File: src/sv/rbst_pkg.sv
// Package for the ray versus box slab test: widths, types and constants.
// Used by every module in the sv folder; depends on nothing.
`default_nettype none
package rbst_pkg;
	localparam int COORD_WIDTH = 32;
	localparam int FRAC_BITS   = 16;
	localparam int NUM_AXES    = 3;
	localparam int DIFF_WIDTH  = COORD_WIDTH + 1;
	localparam int QUOT_WIDTH  = COORD_WIDTH + FRAC_BITS + 1;
	localparam int T_WIDTH     = QUOT_WIDTH + 1;
	localparam int DIV_STEPS   = QUOT_WIDTH;

	typedef logic signed [COORD_WIDTH-1:0] coord_t;
	typedef logic signed [T_WIDTH-1:0] tval_t;

	typedef struct packed {
		logic  bounded;
		logic  miss;
		tval_t near_t;
		tval_t far_t;
	} slab_t;
endpackage
`default_nettype wire

File: src/sv/rbst_merge.sv
// Merging stage: intersects the three axis intervals in x, y, z order over two registered steps.
// Depends on rbst_pkg.
`default_nettype none
module rbst_merge (
	input  wire logic            clk,
	input  wire rbst_pkg::slab_t sx,
	input  wire rbst_pkg::slab_t sy,
	input  wire rbst_pkg::slab_t sz,
	output logic                 hit
);
	rbst_pkg::tval_t lo_s1, hi_s1;
	logic have_s1, ok_s1;
	rbst_pkg::slab_t sz_s1;

	always_ff @(posedge clk) begin
		sz_s1 <= sz;
		ok_s1 <= !(sx.miss || sy.miss || sz.miss) &&
			!(sx.bounded && sy.bounded &&
			(sx.near_t > sy.far_t || sy.near_t > sx.far_t));
		if (sx.bounded && sy.bounded) begin
			have_s1 <= 1'b1;
			lo_s1 <= (sy.near_t > sx.near_t) ? sy.near_t : sx.near_t;
			hi_s1 <= (sx.far_t > sy.far_t) ? sy.far_t : sx.far_t;
		end else if (sx.bounded) begin
			have_s1 <= 1'b1;
			lo_s1 <= sx.near_t;
			hi_s1 <= sx.far_t;
		end else begin
			have_s1 <= sy.bounded;
			lo_s1 <= sy.near_t;
			hi_s1 <= sy.far_t;
		end
	end

	always_ff @(posedge clk) begin
		if (have_s1 && sz_s1.bounded)
			hit <= ok_s1 && !(lo_s1 > sz_s1.far_t || sz_s1.near_t > hi_s1);
		else
			hit <= ok_s1;
	end
endmodule
`default_nettype wire

File: config.mk
export PLATFORM = sky130hd
export DESIGN_NAME = rbst_merge
export DESIGN_NICKNAME = d
export VERILOG_FILES = /design/src/sv/rbst_pkg.sv /design/src/sv/rbst_merge.sv
export SDC_FILE = /design/constraint.sdc
export NUM_CORES = 1
export LEC_CHECK = 0
export ABC_CLOCK_PERIOD_IN_PS = 4700
export BUFFER_PORTS_ARGS = -buffer_cell sky130_fd_sc_hd__buf_2
export CORE_ASPECT_RATIO = 1.25
export CORE_UTILIZATION = 55
export DETAILED_ROUTE_END_ITERATION = 16
export GPL_ROUTABILITY_DRIVEN = 0
export PLACE_DENSITY = 0.83
export SLEW_MARGIN = 30
export SYNTH_ARGS = -nofsm -noshare
export SYNTH_HDL_FRONTEND = slang
export SYNTH_SLANG_ARGS = --single-unit
File: constraint.sdc
create_clock -name clk -period 4.7 [get_ports clk]
set_clock_uncertainty 0.05 [all_clocks]
set_input_delay 0 -clock clk [delete_from_list [all_inputs] [get_ports clk]]
set_output_delay 0 -clock clk [all_outputs]
set_load 0.01 [all_outputs]
== After elaboration in Yosys (flattened, before gate mapping) ==
Cells that the tools add are included.
Word-level totals
  logic and storage cells: 34
  flip-flop bits (word level): 204
  bits of input ports: 307
Operators by class
  reductions and logical operators: 13
  mux-type cells: 7
  $lt $le $gt $ge: 6
Operators by type and width (count)
  $gt 50x50->1: 6
  $mux 50: 6
  $logic_and 1x1->1: 5
  $logic_or 1x1->1: 4
  $logic_not 1->1: 3
  $reduce_or 2->1: 1
  $mux 1: 1

== Logic depth before layout (Yosys ltp) ==
Gate-level depths: netlist (run 1).
  word-level depth: 5
  depth in mapped cells: 11
  gate-level depth less buffers: 10

== Worst setup path after synthesis (run 1) ==
Ideal clock, no wire load.
  kind: input port to flip-flop
  start: input port sx[81] in the netlist's numbering
  end: register lo_s1[40]
  data required time: 4529 ps
  library setup time: 121 ps
  cell stages on the path: 11
  path slack: 2271 ps
  data arrival time: 2258 ps
  cells stage by stage: inv_1 > ha_1 > a21oi_1 > o21ai_0 > a2111oi_0 > a21oi_1 > a2111oi_4 > nor2_1 > o21ai_2 > buf_6 > mux2_2
On the way
  word-level cells in the longest chain between the ends: 3
Ends and longest elaborated chain
  start, declared: line rbst_merge.sv:6  | input wire rbst_pkg::slab_t sx,
  $gt 50x50->1: line rbst_merge.sv:22  | lo_s1 <= (sy.near_t > sx.near_t) ? sy.near_t : sx.near_t;
  $mux 50: line rbst_merge.sv:22
  $mux 50: line rbst_merge.sv:20  | if (sx.bounded && sy.bounded) begin
  end signal, assigned: line rbst_merge.sv:22
  end signal, assigned: line rbst_merge.sv:26  | lo_s1 <= sx.near_t;
  end signal, assigned: line rbst_merge.sv:30  | lo_s1 <= sy.near_t;
  end, declared: line rbst_merge.sv:11  | rbst_pkg::tval_t lo_s1, hi_s1;
No other way between the ends.
A chain may end at the register's enable or synchronous reset.

== Final worst setup path (run 1) ==
  start: input port sx[81] in the netlist's numbering
  end: register lo_s1[43]
Same word-level chain as after synthesis.

==> results.toml, run 1 <==
[outcome]
outcome = "finished clean"

[yosys]
synth_nets = 1961
synth_cells = 1354
synth_area_leaders = "dfxtp_1, ha_1, inv_1"
synth_edf_count = 0
synth_flop_cell = "dfxtp_1"
yosys.area.top_type_share = 0.321
yosysSeqAreaShare = 0.321
yosysMostFrequentCell = "ha_1"
ys_types = 56
yosys_register_bits = 204
yosys-top-cells-count = "ha_1, inv_1, dfxtp_1"
synth_area_per_cell_um2 = 9.39
yosys_warnings = 0
async_flop_share = 0
synthesis.area_um2 = 12700
yosysTopAreaCell = "dfxtp_1"

[floorplanning]
fp.coreArea_um2 = 22400
die_h_um = 172
fp.dieW_um = 138
dieArea_um2 = 23700
rows = 61
ios = 308
initial_utilization = 0.567

[critical_path]
worstPathCellList = "dlygate4sd3_1 > buf_2 > inv_1 > ha_1 > a21oi_1 > o21ai_0 > a2111oi_0 > a21oi_1 > a2111oi_4 > nor2_1 > o21ai_4 > buf_4 > mux2_2 > dlygate4sd3_1"
crit_buf_inv = 5
cp.arrival_ps = 4500
crit_family = "compound AO/OA/AOI/OAI gates"
crit_fanout = 20
startpoint_type = "input pin"
critPathSlowestCell = "dlygate4sd3_1"
end_kind = "register"
critPathRequiredTime_ps = 5030
critPathKind = "in2reg"
critPathMaxStageDelay_ps = 600

[final_layout]
fillCellCount = 1152
drive_gt1_frac = 0.202
syn2layout_area_growth_pct = 44.5
fin_cells = 2288
fin_nets = 2594
multi_input_area_um2 = 7580
area.sequential_um2 = 4080

[global_routing]
track_usage = 0.472
grt_remaining_overflow = 0
grt_max_degree = 21
grt_pass1_wl_um = 83200
antenna_found_initial = 6
grt_pass1_vias = 15567

[clock_network]
clk_pin_slew_worst_paths_ps = 70
cts_tree = "built"
root_buffer = "clkbuf_16"
ctsResizeCount = 0
cts_inserted_buffers = 23
clockBufferDepth = 3
clock_sink_count = 204
cts_setup_buffers = 0
htree_levels = 1
insertion_delay_ps = 520

[timing]
maxSlewViolCount = 0
layout_setup_ws_ps = 527
period_share = 0.888
rsz0062_at_grt = "false"
timing.slew.headroom = 0.319
setup_tns_ps = 0
layout_min_cycle_time_ps = 4170
final_hold_viol_count = 0
worst_slew_pin_slew_ps = 1010
setup_viol_count_final = 0
timing.fmax_mhz = 240

[place]
preCtsSetupSlack_ps = 1340
dpl.hpwl_um = 30000
dp_cells = 1938
io_buffers = 307

[route]
dr.pass1.iters = 6
routed_via_density = 6.04
wl_per_cell_um = 23.4
routed_wl_um = 53600
dr_total_vias = 13819
drt_iter0_drc = 924
antenna_left = 0
drc = 0

[power_and_ir_drop]
power_density_nw_per_um2 = 283
p_leak_nw = 9.78
max-vdd-ir-drop_uv = 534

[run]
drv_cap = 0

[hold_path]
hp-class = "in2reg"
## kinds of logic (layout without fill, tap and decap cells)
logic type | after synthesis | after routing | synth area share
buf+inv | 268 | 914 | 0.0838
flops | 204 | 204 | 0.321
other cells | 0 | 5 | 0
mux | 101 | 101 | 0.0844
xor+xnor | 2 | 2 | 0.00138
fa+ha+maj | 300 | 300 | 0.295
compound gates | 247 | 247 | 0.119
simple gates | 232 | 232 | 0.0953
## cells in the final DEF, fill, tap and decap left out, drive strengths merged, types with 3 or more instances in the layout
master	count
mux2i	51
nand2	71
diode	5
a211oi	11
a2111oi	3
dfxtp	204
o211ai	6
and2	4
clkbuf	29
o21bai	7
nor3	15
a31oi	3
inv	259
buf	311
dlygate4sd3	307
a21o	24
a21oi	116
a221oi	7
and4	12
nand4	52
o21ai	50
nor2	25
clkinv	6
nand3	24
a221o	4
nor4	7
nor2b	9
nand2b	3
ha	300
mux2	50
## registers in the layout, indices dropped and copies added (netlist names)
name and flops:
sz_s1 101, hi_s1 50, lo_s1 50, have_s1 1
hit 1, ok_s1 1
## through the flow
| stage | cell area [µm²] | total power, mW | hold slack, ps | util |
|---|---|---|---|---|
| floorplan | 12700 | 2.58 | -22.3 | - |
| global placement | 14600 | 2.90 | 52.8 | 0.649 |
| detailed placement | 14600 | 2.96 | 53.6 | 0.649 |
| CTS | 18400 | 4.99 | 47.6 | 0.818 |
| global route | 18400 | 5.40 | 57.2 | 0.818 |
| finish | 18400 | 5.20 | 59.5 | 0.819 |
## worst reg2reg max path: cells and delay by family (launching register included)
kind | cells | cell delay (ps)
AOI/OAI and AO/OA | 3 | 550
and+or+nand+nor | 3 | 1300
DFF | 1 | 360
xor gates and xnor gates | 1 | 200
adders and majority gates | 1 | 330
## cell type report
class | count | share of cell area
tap | 283 | 0.0193
clock inverter | 9 | 0.00559
antenna | 5 | 0.000681
inverter | 258 | 0.0527
timing repair buffer | 618 | 0.253
sequential | 204 | 0.222
multi-input combinational | 882 | 0.413
clock buffer | 29 | 0.0342
## report_power, final
group / internal, mW / total (mW) / switching (mW) / leakage, nW
registers: 1.87 / 1.92 / 0.0591 / 1.72
logic: 0.707 / 1.45 / 0.747 / 7.69
clock network: 1.05 / 1.82 / 0.773 / 0.365
total: 3.62 / 5.20 / 1.58 / 9.78
## what timing repair did
action | 4_1_cts | 5_1_grt
endpoints found under the setup margin | 0 | 0
endpoints found under the hold margin | 203 | 0
hold buffers | 307 | 0
## worst paths after layout
path                             to  slack, ps  depth (start not counted)              start
setup reg to reg        hit$_DFF_P_       1810                          8  lo_s1[33]$_DFF_P_
setup / recovery  lo_s1[43]$_DFF_P_        530                         14             sx[81]
hold / removal    sz_s1[76]$_DFF_P_         60                          2             sz[76]
hold reg to reg         hit$_DFF_P_        380                          1      ok_s1$_DFF_P_
## metal layers
metal	share of wire	GRT usage	up-vias
li1	-	-	6031
met1	0.32	0.414	6309
met2	0.48	0.785	997
met3	0.097	0.222	480
met4	0.10	0.444	2
met5	0.00021	0.0133	-
(Power assumes the default switching activity.)
==> run 2: changes to the inputs <==
- CORE_MARGIN: default -> 8
- CORE_UTILIZATION: 55 -> 31
- PLACE_DENSITY: 0.83 -> 0.52
- SLEW_MARGIN: 30 -> default
==> run 2 against run 1 <==
Net effect:
- total power up 1.0%
- non-clock buffer count up 1
- utilization down 36 points
- global-route usage down 29 points
- highest routed layer unchanged
- die area up 100%
- design area up 2.5%
==> results.toml, run 2 (same netlist as run 1, synthesis figures left out) <==
[outcome]
outcome = "finished clean"

[global_routing]
grt_pass1_vias = 13127
track_usage = 0.185
grt_pass1_wl_um = 69800
grt_max_degree = 31
antenna_found_initial = 6
grt_remaining_overflow = 0

[critical_path]
end_kind = "register"
crit_top_cell = "dlygate4sd3_1"
cp.arrival_ps = 4210
crit_buf_inv = 5
critPathMaxStageDelay_ps = 580
startpoint_type = "input pin"
crit_family = "compound AO/OA/AOI/OAI gates"
crit_fanout = 17
critPathRequiredTime_ps = 5120
critPathSlowestCell = "dlygate4sd3_1"
worstPathCellList = "dlygate4sd3_1 > buf_2 > inv_1 > ha_1 > a21o_1 > a221o_1 > a221oi_1 > o21ai_1 > a211oi_2 > o221ai_1 > o21ai_4 > buf_4 > mux2i_1 > dlygate4sd3_1"
critPathKind = "in2reg"

[clock_network]
htree_levels = 1
insertion_delay_ps = 540
clockBufferDepth = 3
cts_setup_buffers = 0
cts_inserted_buffers = 25
clk_pin_slew_worst_paths_ps = 60
root_buffer = "clkbuf_16"
cts_tree = "built"
ctsResizeCount = 0
clock_sink_count = 204

[timing]
hold-worst-slack_ps = 44.1
layout_min_cycle_time_ps = 3780
setup_viol_count_final = 0
maxSlewViolCount = 0
period_share = 0.805
final_hold_viol_count = 0
rsz0062_at_grt = "false"
worst_slew_pin_slew_ps = 806
layout_setup_ws_ps = 916
timing.slew.headroom = 0.455
timing.fmax_mhz = 264
setup_tns_ps = 0

[floorplanning]
ios = 308
rows = 83
fp.coreArea_um2 = 40800
dieArea_um2 = 47800
fp.dieW_um = 197
die_h_um = 242
initial_utilization = 0.312

[place]
io_buffers = 307
preCtsSetupSlack_ps = 1420
dpl.hpwl_um = 36700
dpl_cell_area_um2 = 14900

[final_layout]
syn2layout_area_growth_pct = 48.1
final_cell_mix = "dlygate4sd3_1, buf_2, ha_1, inv_1, dfxtp_1"
top_register = "sz_s1"
largest_reg_flops = 101
largestRegisters = "sz_s1 (101), hi_s1 (50), lo_s1 (50)"
drive_gt1_frac = 0.202
finalInstanceArea_um2 = 18800
fin_nets = 2597

[route]
routed_via_density = 4.61
drc = 0
drt_iter0_drc = 317
wl_per_cell_um = 17.5
dr.pass1.iters = 4
dr_total_vias = 11823
antenna_left = 0
routed_wl_um = 44700

[power_and_ir_drop]
max-vdd-ir-drop_uv = 291
p_leak_nw = 9.83
power_density_nw_per_um2 = 279

[run]
drv_cap = 0

[hold_path]
hp-class = "in2reg"
[run 2: metal layers]
layer / vias up / wire length [µm] / track usage
met4: 4 / 1590 / 0.0713
met5: - / 22 / 0
met3: 88 / 2240 / 0.0353
met2: 285 / 23700 / 0.356
met1: 5405 / 17200 / 0.194
li1: 6041 / - / -
[run 2: path summary, 6_finish.rpt]
path	start	end	slack, ps	cells after the start
min	sz[75]	sz_s1[75]$_DFF_P_	40	2
max	sy[35]	hi_s1[2]$_DFF_P_	920	14
max reg2reg	sz_s1[11]$_DFF_P_	hit$_DFF_P_	1970	9
min reg2reg	ok_s1$_DFF_P_	hit$_DFF_P_	400	1
[run 2: final cells by class]
class / instances / area (µm²)
fill: 3893 / 22000
multi-input combinational: 882 / 7580
timing repair buffer: 619 / 4650
sequential: 204 / 4080
inverter: 258 / 968
tap: 552 / 691
clock buffer: 33 / 666
clock inverter: 10 / 181
antenna: 4 / 10.0
[run 2: per-stage QoR]
step | util | std cells | total power, mW
2_1_floorplan | - | 1354 | 2.58
6_report | 0.461 | 2562 | 5.26
3_5_place_dp | 0.365 | 2208 | 2.99
4_1_cts | 0.461 | 2558 | 5.34
5_1_grt | 0.461 | 2562 | 5.57
3_3_place_gp | 0.365 | 2208 | 2.96
[run 2: power by group]
| group | switching, mW | total [mW] | internal, mW | leakage, nW |
|---|---|---|---|---|
| clock | 0.790 | 2.05 | 1.26 | 0.410 |
| combinational | 0.612 | 1.29 | 0.680 | 7.70 |
| sequential | 0.0426 | 1.91 | 1.87 | 1.72 |
[run 2: timing repair]
action | CTS | global route
hold buffers | 307 | 0
endpoints found under the setup margin | 0 | 0
endpoints found under the hold margin | 203 | 0
